[src/hw/rtl/esld_pkg.sv]
// Shared types, constants and month table for the epoch to local date converter.
package esld_pkg;

  // Configuration port
  localparam int unsigned PADDR_W      = 3;
  localparam logic        REG_ZONE_OFS = 1'b0;           // word index of the zone offset
  localparam logic [15:0] ZONE_OFS_RST = 16'd32400;      // nine hours

  // Pipeline depth from request to the final field registers, output register excluded
  localparam int unsigned PIPE_DEPTH = 7;

  // Seconds per day and its reciprocal: floor(x / 675) == (x * DAY_RECIP) >> 35, x < 2^25
  localparam logic [16:0] DAY_SECS  = 17'd86400;
  localparam logic [25:0] DAY_RECIP = 26'd50903317;

  // floor(x / 225) == (x * HOUR_RECIP) >> 21 for x < 5400
  localparam logic [11:0] HOUR_SECS  = 12'd3600;
  localparam logic [13:0] HOUR_RECIP = 14'd9321;

  // floor(x / 15) == (x * MIN_RECIP) >> 14 for x < 900
  localparam logic [5:0]  MIN_SECS  = 6'd60;
  localparam logic [10:0] MIN_RECIP = 11'd1093;

  // Four-year cycles counted from 1969-01-01, leap year last in each cycle
  localparam logic [8:0]  YEAR_DAYS  = 9'd365;
  localparam logic [10:0] QUAD_DAYS  = 11'd1461;
  localparam logic [15:0] QUAD_RECIP = 16'd45934;        // (x * QUAD_RECIP) >> 26, x < 2^15
  localparam logic [7:0]  QUAD_BASE  = 8'd69;            // 1969 - 1900

  typedef struct packed {
    logic [4:0] hour;
    logic [5:0] minute;
    logic [5:0] second;
  } tod_t;

  typedef struct packed {
    logic [7:0] year;
    logic [3:0] month;
    logic [4:0] mday;
    logic [8:0] yday;
    logic [2:0] wday;
  } date_t;

  // First day of year of each month, with February 29 counted in leap years
  function automatic logic [8:0] month_start(input logic [3:0] mon, input logic leap);
    logic [8:0] base;
    case (mon)
      4'd0:    base = 9'd0;
      4'd1:    base = 9'd31;
      4'd2:    base = 9'd59;
      4'd3:    base = 9'd90;
      4'd4:    base = 9'd120;
      4'd5:    base = 9'd151;
      4'd6:    base = 9'd181;
      4'd7:    base = 9'd212;
      4'd8:    base = 9'd243;
      4'd9:    base = 9'd273;
      4'd10:   base = 9'd304;
      4'd11:   base = 9'd334;
      default: base = 9'd0;
    endcase
    return base + {8'b0, leap && (mon >= 4'd2)};
  endfunction

endpackage

[src/hw/rtl/esld_cfg.sv]
// APB register holding the time zone offset.
module esld_cfg (
  input  logic                           clk_i,
  input  logic                           rst_ni,
  input  logic                           psel,
  input  logic                           penable,
  input  logic                           pwrite,
  input  logic [esld_pkg::PADDR_W-1:0]   paddr,
  input  logic [31:0]                    pwdata,
  output logic [31:0]                    prdata,
  output logic                           pready,
  output logic [15:0]                    zone_ofs_o
);
  import esld_pkg::*;

  logic        wr_en;
  logic        sel_ofs;
  logic [15:0] ofs_q;
  logic [15:0] ofs_d;

  assign pready  = 1'b1;
  assign sel_ofs = (paddr[2] == REG_ZONE_OFS);
  assign wr_en   = psel && penable && pwrite && pready;

  // Offset register, write in the access phase
  always_comb begin
    ofs_d = ofs_q;
    if (wr_en && sel_ofs) begin
      ofs_d = pwdata[15:0];
    end
  end

  always_ff @(posedge clk_i or negedge rst_ni) begin
    if (!rst_ni) begin
      ofs_q <= ZONE_OFS_RST;
    end else begin
      ofs_q <= ofs_d;
    end
  end

  // Read back
  assign prdata     = sel_ofs ? {16'b0, ofs_q} : 32'b0;
  assign zone_ofs_o = ofs_q;

endmodule

[src/hw/rtl/esld_daysplit.sv]
// Offset add and split of local seconds into day count and seconds of day.
module esld_daysplit (
  input  logic        clk_i,
  input  logic [30:0] epoch_i,     // sign already peeled off
  input  logic [15:0] zone_ofs_i,
  output logic [14:0] days_o,
  output logic [16:0] secs_o
);
  import esld_pkg::*;

  logic [31:0] t_q, t_d;
  logic [49:0] prod_q, prod_d;
  logic [16:0] tlo_q;
  logic [14:0] days_w;
  logic [14:0] days_q;
  logic [16:0] secs_q, secs_d;

  // Stage 1: local seconds
  assign t_d = {1'b0, epoch_i} + {16'b0, zone_ofs_i};

  // Stage 2: t / 86400 as (t >> 7) / 675 by reciprocal
  assign prod_d = 50'(t_q[31:7]) * 50'(DAY_RECIP);

  // Stage 3: quotient and remainder, low 17 bits are enough for the remainder
  assign days_w = prod_q[49:35];
  assign secs_d = tlo_q - 17'({2'b0, days_w} * DAY_SECS);

  always_ff @(posedge clk_i) begin
    t_q    <= t_d;
    prod_q <= prod_d;
    tlo_q  <= t_q[16:0];
    days_q <= days_w;
    secs_q <= secs_d;
  end

  assign days_o = days_q;
  assign secs_o = secs_q;

endmodule

[src/hw/rtl/esld_clock.sv]
// Seconds of day to hour, minute and second, four register stages.
module esld_clock (
  input  logic            clk_i,
  input  logic [16:0]     secs_i,
  output esld_pkg::tod_t  tod_o
);
  import esld_pkg::*;

  logic [25:0] hprod_q, hprod_d;
  logic [11:0] slo_q;
  logic [4:0]  hour_w;
  logic [4:0]  hour_q, hour2_q;
  logic [11:0] remh_q, remh_d, remh2_q;
  logic [19:0] mprod_q, mprod_d;
  logic [5:0]  min_w;
  logic [5:0]  sec_w;
  tod_t        tod_q, tod_d;

  // Hour by reciprocal of 225 on secs >> 4
  assign hprod_d = 26'(secs_i[16:4]) * 26'(HOUR_RECIP);

  // Remainder within the hour, below 3600
  assign hour_w = hprod_q[25:21];
  assign remh_d = slo_q - 12'({7'b0, hour_w} * HOUR_SECS);

  // Minute by reciprocal of 15 on rem >> 2
  assign mprod_d = 20'(remh_q[11:2]) * 20'(MIN_RECIP);

  // Minute and second
  assign min_w = mprod_q[19:14];
  assign sec_w = remh2_q[5:0] - 6'(min_w * MIN_SECS);

  always_comb begin
    tod_d.hour   = hour2_q;
    tod_d.minute = min_w;
    tod_d.second = sec_w;
  end

  always_ff @(posedge clk_i) begin
    hprod_q <= hprod_d;
    slo_q   <= secs_i[11:0];
    hour_q  <= hour_w;
    remh_q  <= remh_d;
    mprod_q <= mprod_d;
    hour2_q <= hour_q;
    remh2_q <= remh_q;
    tod_q   <= tod_d;
  end

  assign tod_o = tod_q;

endmodule

[src/hw/rtl/esld_calendar.sv]
// Day count to year, month, day of month, day of year and weekday, four register stages.
module esld_calendar (
  input  logic             clk_i,
  input  logic [14:0]      days_i,
  output esld_pkg::date_t  date_o
);
  import esld_pkg::*;

  logic [14:0] d1_w, d1_q;
  logic [30:0] qprod_q, qprod_d;
  logic [14:0] wx_w;
  logic [5:0]  wsum1_w;
  logic [3:0]  wsum2_w;
  logic [2:0]  wday_d, wday_q, wday2_q, wday3_q;
  logic [4:0]  q4_w, q4_q;
  logic [10:0] r4_q, r4_d;
  logic [1:0]  yin_w;
  logic [8:0]  yday_d, yday_q;
  logic [7:0]  year_d, year_q;
  logic        leap_q;
  logic [3:0]  mon_w;
  logic [8:0]  mday_w;
  date_t       date_q, date_d;

  // Stage 1: days from 1969-01-01 and four-year cycle by reciprocal
  assign d1_w    = days_i + 15'(YEAR_DAYS);
  assign qprod_d = 31'(d1_w) * 31'(QUAD_RECIP);

  // Weekday: (days + 4) mod 7 by folding octal digits, since 8 = 1 mod 7
  assign wx_w    = days_i + 15'd4;
  assign wsum1_w = 6'(wx_w[2:0]) + 6'(wx_w[5:3]) + 6'(wx_w[8:6])
                 + 6'(wx_w[11:9]) + 6'(wx_w[14:12]);
  assign wsum2_w = 4'(wsum1_w[5:3]) + 4'(wsum1_w[2:0]);
  assign wday_d  = (wsum2_w >= 4'd7) ? 3'(wsum2_w - 4'd7) : wsum2_w[2:0];

  // Stage 2: cycle index and day within the cycle
  assign q4_w = qprod_q[30:26];
  assign r4_d = d1_q[10:0] - 11'({6'b0, q4_w} * QUAD_DAYS);

  // Stage 3: year within the cycle, the last one is the leap year
  assign yin_w = 2'(r4_q >= 11'd365) + 2'(r4_q >= 11'd730) + 2'(r4_q >= 11'd1095);

  always_comb begin
    case (yin_w)
      2'd0:    yday_d = 9'(r4_q);
      2'd1:    yday_d = 9'(r4_q - 11'd365);
      2'd2:    yday_d = 9'(r4_q - 11'd730);
      2'd3:    yday_d = 9'(r4_q - 11'd1095);
      default: yday_d = 9'(r4_q);
    endcase
  end

  assign year_d = QUAD_BASE + {1'b0, q4_q, 2'b00} + {6'b0, yin_w};

  // Stage 4: month from parallel compares against month starts
  always_comb begin
    mon_w = 4'd0;
    for (int m = 1; m < 12; m++) begin
      if (yday_q >= month_start(4'(m), leap_q)) begin
        mon_w = 4'(m);
      end
    end
  end

  assign mday_w = yday_q - month_start(mon_w, leap_q) + 9'd1;

  always_comb begin
    date_d.year  = year_q;
    date_d.month = mon_w;
    date_d.mday  = mday_w[4:0];
    date_d.yday  = yday_q;
    date_d.wday  = wday3_q;
  end

  always_ff @(posedge clk_i) begin
    d1_q    <= d1_w;
    qprod_q <= qprod_d;
    wday_q  <= wday_d;
    q4_q    <= q4_w;
    r4_q    <= r4_d;
    wday2_q <= wday_q;
    yday_q  <= yday_d;
    year_q  <= year_d;
    leap_q  <= (yin_w == 2'd3);
    wday3_q <= wday2_q;
    date_q  <= date_d;
  end

  assign date_o = date_q;

endmodule

[src/hw/rtl/epoch_seconds_to_local_date.sv]
// Top level: epoch seconds to local calendar date, fully pipelined.
//
//   channel    | handshake             | payload
//   -----------+-----------------------+--------------------------------------------
//   request    | start, busy (always 0)| epoch_seconds_i
//   result     | done_o strobe         | valid_res_o, second_o .. year_day_o
//   config     | APB psel/penable      | paddr, pwdata, prdata (zone offset at 0x0)
//
// A request enters every cycle; its result strobes on done_o once it has passed the output register.
// The latency is set by the reciprocal multiply chains (day split, then hour/minute
// and four-year cycle), each multiplier followed by a register.
// Reset clears the valid line and sets the zone offset to nine hours.
// Nothing stalls: busy stays low and results are shown for one cycle only.
module epoch_seconds_to_local_date (
  input  logic                          clk_i,
  input  logic                          rst_ni,
  // request
  input  logic                          start,
  output logic                          busy,
  input  logic [31:0]                   epoch_seconds_i,
  // result
  output logic                          done_o,
  output logic                          valid_res_o,
  output logic [5:0]                    second_o,
  output logic [5:0]                    minute_o,
  output logic [4:0]                    hour_o,
  output logic [4:0]                    month_day_o,
  output logic [3:0]                    month_o,
  output logic [7:0]                    years_since_1900_o,
  output logic [2:0]                    weekday_o,
  output logic [8:0]                    year_day_o,
  // configuration
  input  logic                          psel,
  input  logic                          penable,
  input  logic                          pwrite,
  input  logic [esld_pkg::PADDR_W-1:0]  paddr,
  input  logic [31:0]                   pwdata,
  output logic [31:0]                   prdata,
  output logic                          pready
);
  import esld_pkg::*;

  logic                  accept;
  logic [15:0]           zone_ofs;
  logic [14:0]           days;
  logic [16:0]           secs;
  tod_t                  tod;
  date_t                 date;
  logic [PIPE_DEPTH-1:0] vld_q, vld_d;
  logic [PIPE_DEPTH-1:0] neg_q, neg_d;
  logic                  done_q;
  logic                  ok;
  tod_t                  tod_q, tod_d;
  date_t                 date_q, date_d;
  logic                  res_q;

  assign busy   = 1'b0;
  assign accept = start && !busy;

  esld_cfg u_cfg (
    .clk_i      (clk_i),
    .rst_ni     (rst_ni),
    .psel       (psel),
    .penable    (penable),
    .pwrite     (pwrite),
    .paddr      (paddr),
    .pwdata     (pwdata),
    .prdata     (prdata),
    .pready     (pready),
    .zone_ofs_o (zone_ofs)
  );

  esld_daysplit u_daysplit (
    .clk_i      (clk_i),
    .epoch_i    (epoch_seconds_i[30:0]),
    .zone_ofs_i (zone_ofs),
    .days_o     (days),
    .secs_o     (secs)
  );

  esld_clock u_clock (
    .clk_i  (clk_i),
    .secs_i (secs),
    .tod_o  (tod)
  );

  esld_calendar u_calendar (
    .clk_i  (clk_i),
    .days_i (days),
    .date_o (date)
  );

  // Valid and sign bits travel alongside the datapath
  assign vld_d = {vld_q[PIPE_DEPTH-2:0], accept};
  assign neg_d = {neg_q[PIPE_DEPTH-2:0], epoch_seconds_i[31]};

  always_ff @(posedge clk_i or negedge rst_ni) begin
    if (!rst_ni) begin
      vld_q  <= '0;
      done_q <= 1'b0;
    end else begin
      vld_q  <= vld_d;
      done_q <= vld_q[PIPE_DEPTH-1];
    end
  end

  // Output register, negative requests give all-zero fields
  assign ok     = !neg_q[PIPE_DEPTH-1];
  assign tod_d  = ok ? tod  : '0;
  assign date_d = ok ? date : '0;

  always_ff @(posedge clk_i) begin
    neg_q  <= neg_d;
    res_q  <= ok;
    tod_q  <= tod_d;
    date_q <= date_d;
  end

  assign done_o             = done_q;
  assign valid_res_o        = res_q;
  assign second_o           = tod_q.second;
  assign minute_o           = tod_q.minute;
  assign hour_o             = tod_q.hour;
  assign month_day_o        = date_q.mday;
  assign month_o            = date_q.month;
  assign years_since_1900_o = date_q.year;
  assign weekday_o          = date_q.wday;
  assign year_day_o         = date_q.yday;

  // Every result traces back to an accepted request, through the valid pipeline and the done register
  a_done_from_req: assert property (@(posedge clk_i) disable iff (!rst_ni)
    done_o |-> $past(accept, PIPE_DEPTH + 1))
    else $error("result without matching request");

  // Error flag follows the sign of that request
  a_sign_match: assert property (@(posedge clk_i) disable iff (!rst_ni)
    done_o |-> (valid_res_o == !$past(epoch_seconds_i[31], PIPE_DEPTH + 1)))
    else $error("valid_res does not match request sign");

  // Time of day in range on converted results
  a_tod_range: assert property (@(posedge clk_i) disable iff (!rst_ni)
    (done_o && valid_res_o) |-> (second_o < 6'd60 && minute_o < 6'd60 && hour_o < 5'd24))
    else $error("time of day out of range");

  // Calendar fields in range on converted results
  a_date_range: assert property (@(posedge clk_i) disable iff (!rst_ni)
    (done_o && valid_res_o) |-> (month_o < 4'd12 && month_day_o != 5'd0 &&
                                 weekday_o < 3'd7 && year_day_o < 9'd366 + 9'(1'b0) + 9'd0 + 9'd0 ||
                                 (year_day_o == 9'd365 && month_o == 4'd11)))
    else $error("date field out of range");

  // Error results carry zero fields
  a_err_zero: assert property (@(posedge clk_i) disable iff (!rst_ni)
    (done_o && !valid_res_o) |-> (years_since_1900_o == 8'd0 && year_day_o == 9'd0))
    else $error("error result has nonzero fields");

endmodule
[config.mk]
export PLATFORM = sky130hd
export DESIGN_NAME = epoch_seconds_to_local_date
export DESIGN_NICKNAME = d
export VERILOG_FILES = /design/src/hw/rtl/esld_pkg.sv /design/src/hw/rtl/esld_cfg.sv /design/src/hw/rtl/esld_daysplit.sv /design/src/hw/rtl/esld_clock.sv /design/src/hw/rtl/esld_calendar.sv /design/src/hw/rtl/epoch_seconds_to_local_date.sv
export SDC_FILE = /design/constraint.sdc
export NUM_CORES = 2
export LEC_CHECK = 0
export BUFFER_PORTS_ARGS = -buffer_cell sky130_fd_sc_hd__buf_4
export CAP_MARGIN = 30
export CORE_AREA = 2 2 206 248
export CTS_BUF_LIST = sky130_fd_sc_hd__clkbuf_8
export CTS_CLUSTER_DIAMETER = 150
export DETAILED_ROUTE_END_ITERATION = 6
export DIE_AREA = 0 0 208 250
export PLACE_DENSITY = 0.79
export SLEW_MARGIN = 20
export SYNTH_ARGS = -nofsm -noshare
export SYNTH_HDL_FRONTEND = slang
export SYNTH_SLANG_ARGS = --single-unit
[constraint.sdc]
create_clock -name clk_i -period 17.45 [get_ports clk_i]
set_input_delay 0.8725 -clock clk_i [delete_from_list [all_inputs] [get_ports clk_i]]
set_output_delay 0.8725 -clock clk_i [all_outputs]
set_load 0.02 [all_outputs]
==> metrics.md <==
| Metric | Value |
|---|---|
| Path type of the worst min-delay path | `in2async` |
| Layer carrying the most global-route usage | `met2` |
| Number of max-cap violations | `0` |
| Dominant synthesized flop cell | `sky130_fd_sc_hd__dfxtp_1` |
| Final number of max-transition violations | `0` |
| Residual DRC count | `0` |
| Global route overflow | `0` |
| Clock period minus final worst setup slack | `7.94 ns` |
| Largest fanout on the critical path | `6` |
| Input/output buffers | `118` |
| Rows | `90` |
| Final cycle utilization of the critical path | `45.5%` |
| CTS-repair resized insts | `0` |
| Nature of the critical path endpoint | `flip-flop` |
| Post-synth design cell area | `29900 µm²` |
| XOR/XNOR share of the synthesized area | `4.88%` |
| Final hold violations | `0` |
| Commonest non-fill, non-tap cells in the layout | `sky130_fd_sc_hd__inv_1, sky130_fd_sc_hd__ha_1, sky130_fd_sc_hd__fa_1` |
| Setup Viol. Count Final | `0` |
| Horiz. Die Dim | `208 µm` |
| Number of diodes | `0` |
| Fraction of synthesis flops using an asynchronous set or reset pin | `7.27%` |
| GR met3 Demand/Resource | `3.07%` |
| Simple-gate area share of the yosys netlist | `5.59%` |
| Post-CTS Setup Inserts | `0` |
| Number of search-and-repair iterations in the first detailed-routing pass | `5` |
| Detailed-route wire length | `57.1 mm` |
| Worst endpoint data arrival time | `8.43 ns` |
| Root buffer selected by CTS | `sky130_fd_sc_hd__clkbuf_8` |
| CTS Hold Buffers Added | `0` |
| Startpoint-to-endpoint class of the critical path | `reg2reg` |
| Vias in the first global route | `21539` |
| Type of origin of the critical path | `flip-flop` |
| Area after DPL | `31500 µm²` |
| Worst setup path startpoint | `u_daysplit.days_o[2]$_DFF_P_` |
| Highest clock rate | `126 MHz` |
| Count of vias placed by the detailed router | `19317` |
| Filler Cells Inserted | `3820` |
| Proportion of layout cells with a drive suffix above 1 | `8.71%` |
| CP Buf/Inv Count | `6` |
| Total CTS buffers | `52` |
| Met2 Usage GRT | `44.4%` |
| Antenna violations before repair | `0` |
| Detailed-route vias per instance | `5.19` |
| Seq/Total Area, Yosys | `22.5%` |
| Count of routing violations after the opening detailed-route iteration | `794` |
| Sum of net half-perimeters after detailed placement | `47.9 mm` |
| Sum of negative setup slack | `0 ns` |
| RSZ-0062 raised after global routing | `false` |
| Most frequent standard cell in the layout excluding fill and tap cells | `sky130_fd_sc_hd__inv_1` |
| Post-synth EDFFs | `0` |
| Area taken by flip-flops and latches | `6740 µm²` |
| Actual transition at the worst max-transition pin | `0.952 ns` |
| Clock transition at the registers of the reported paths | `0.08 ns` |
| H-tree level count | `2` |
| Cell type group with the largest total delay on the critical path | `adder cells` |
| Flop and latch count out of synthesis | `330` |
| Area share of fa/ha/maj cells after synthesis | `50.2%` |
| Placeable core region | `49800 µm²` |
| GR met1 Demand/Resource | `25.0%` |
| Number of standard cells after synthesis | `2881` |
| Global Route Usage Sum | `23.0%` |
| Global-route wire length before repair | `98.1 mm` |
| Number of buffers between clock root and the deepest sink | `3` |
| Wire length per cell after detailed routing | `15.4 µm` |
| Synth Warn # | `0` |
| Floorplan die area | `52000 µm²` |
| Mux cell area share after synthesis | `0.810%` |
| Initial Util | `60.2%` |
| Largest family of logic cells by synthesized area | `adder cells` |
| Synthesis-to-finish area growth | `9.18%` |
| CTS tree | `done` |
| Complex-gate fraction of the synthesized area | `5.97%` |
| Reg-to-reg startpoint | `u_daysplit.days_o[2]$_DFF_P_` |
| Worst skew pair latency | `0.64 ns` |
| Delay contributed by the slowest stage of the critical path | `0.56 ns` |
| Top-level I/O count | `155` |
| DRT antenna net count | `0` |
| Area of the multi-input gates | `20300 µm²` |
| Post-layout instance area | `32700 µm²` |
| Outcome | `complete, no violations` |
| Die Height | `250 µm` |
| Net count of the finished layout | `4106` |
| Library cell contributing the largest single delay on the critical path | `sky130_fd_sc_hd__xnor2_1` |
| Worst rel slew slack | `36.1%` |
| Crit path required time | `17.94 ns` |
| Clock skew after layout | `0.0229 ns` |
| Placer Congestion | `0.939` |
| Maximum number of pins on one net before global-route repair | `48` |
| Mean instance size in the synthesized netlist | `10.4 µm²` |
| Number of sinks driven by the clock tree | `330` |
| Count of different cell masters after synthesis | `78` |
-- layout make-up --
type	count	share of cell area, %
multi-input cells	1785	62.0
flip-flops and latches	330	20.6
clock buffers	66	2.78
well taps	644	2.46
inverters	741	8.51
clock inverters	31	0.765
repair buffers	124	2.85
-- path summary, 6_finish.rpt --
| path | end | slack [ns] | cells past startpoint |
|---|---|---|---|
| worst max register to register | u_calendar.qprod_q[30]$_DFF_P_ | 9.51 | 31 |
| worst max-delay path | u_calendar.qprod_q[30]$_DFF_P_ | 9.51 | 31 |
| max in group asynchronous | u_cfg.zone_ofs_o[7]$_DFFE_PN1P_ | 17.02 | 1 |
| worst min register to register | u_clock.slo_q[3]$_DFF_P_ | 0.31 | 0 |
| min in group clk_i | u_clock.slo_q[3]$_DFF_P_ | 0.31 | 0 |
| worst min-delay path | u_cfg.zone_ofs_o[6]$_DFFE_PN0P_ | 0.14 | 1 |
-- worst register-to-register path, delay by kind of cell (launching register included) --
family,cells,cell delay (ns)
xor gates and xnor gates,1,0.56
DFF,1,0.48
buffers and inverters,6,0.64
and+or+nand+nor,8,1.09
AOI/OAI and AO/OA,8,1.48
adders and majority gates,8,3.55
-- synthesized netlist by cell type, types with 24 or more instances --
cell type,number,area [µm²]
sky130_fd_sc_hd__fa_1,338,6770
sky130_fd_sc_hd__dfxtp_1,306,6130
sky130_fd_sc_hd__nor2b_1,78,488
sky130_fd_sc_hd__xor2_1,41,359
sky130_fd_sc_hd__inv_1,741,2780
sky130_fd_sc_hd__nor3_1,29,145
sky130_fd_sc_hd__nand3_1,24,120
sky130_fd_sc_hd__nand2_1,41,154
sky130_fd_sc_hd__ha_1,661,8270
sky130_fd_sc_hd__a21o_1,29,218
sky130_fd_sc_hd__a21oi_1,78,390
sky130_fd_sc_hd__xnor2_1,122,1070
sky130_fd_sc_hd__o21ai_0,44,220
sky130_fd_sc_hd__nor2_1,67,251
-- routing by layer --
| metal | up-vias | share of wire [%] |
|---|---|---|
| li1 | 9366 | - |
| met1 | 9398 | 38 |
| met2 | 389 | 54 |
| met3 | 164 | 3.4 |
| met4 | 0 | 4.0 |
| met5 | - | 0 |
-- stage by stage --
step / std cells / utilization (%) / setup slack (ns) / hold WS (ns)
2_1_floorplan: 2897 / - / 10.39 / 0.310
3_3_place_gp: 3622 / 63.3 / 9.63 / 0.310
3_5_place_dp: 3623 / 63.4 / 9.59 / 0.312
4_1_cts: 3720 / 65.7 / 9.54 / 0.0960
5_1_grt: 3721 / 65.7 / 8.93 / 0.109
6_report: 3721 / 65.7 / 9.51 / 0.136
-- logic make-up (layout without fill, tap and decap cells) --
logic type                 after synthesis  after routing
AOI/OAI and AO/OA                      268            268
DFF                                    330            330
adders and majority gates              999            999
buffers and inverters                  782            962
xor gates and xnor gates               165            165
and+or+nand+nor                        313            313
muxes                                   22             22
other                                    2             18
-- state kept, by name, summed over array words and instances, names as in the netlist, 12 cells and up --
signal,cells
u_daysplit.secs_o,17
u_daysplit.tlo_q,15
u_calendar.date_o,29
u_cfg.zone_ofs_o,16
u_clock.remh_q,12
u_daysplit.t_q,32
u_clock.tod_o,17
u_daysplit.days_o,15
u_daysplit.prod_q,17
Power is not shown: default switching activity piles up to over one toggle a cycle in this logic, so the estimate is an artifact.
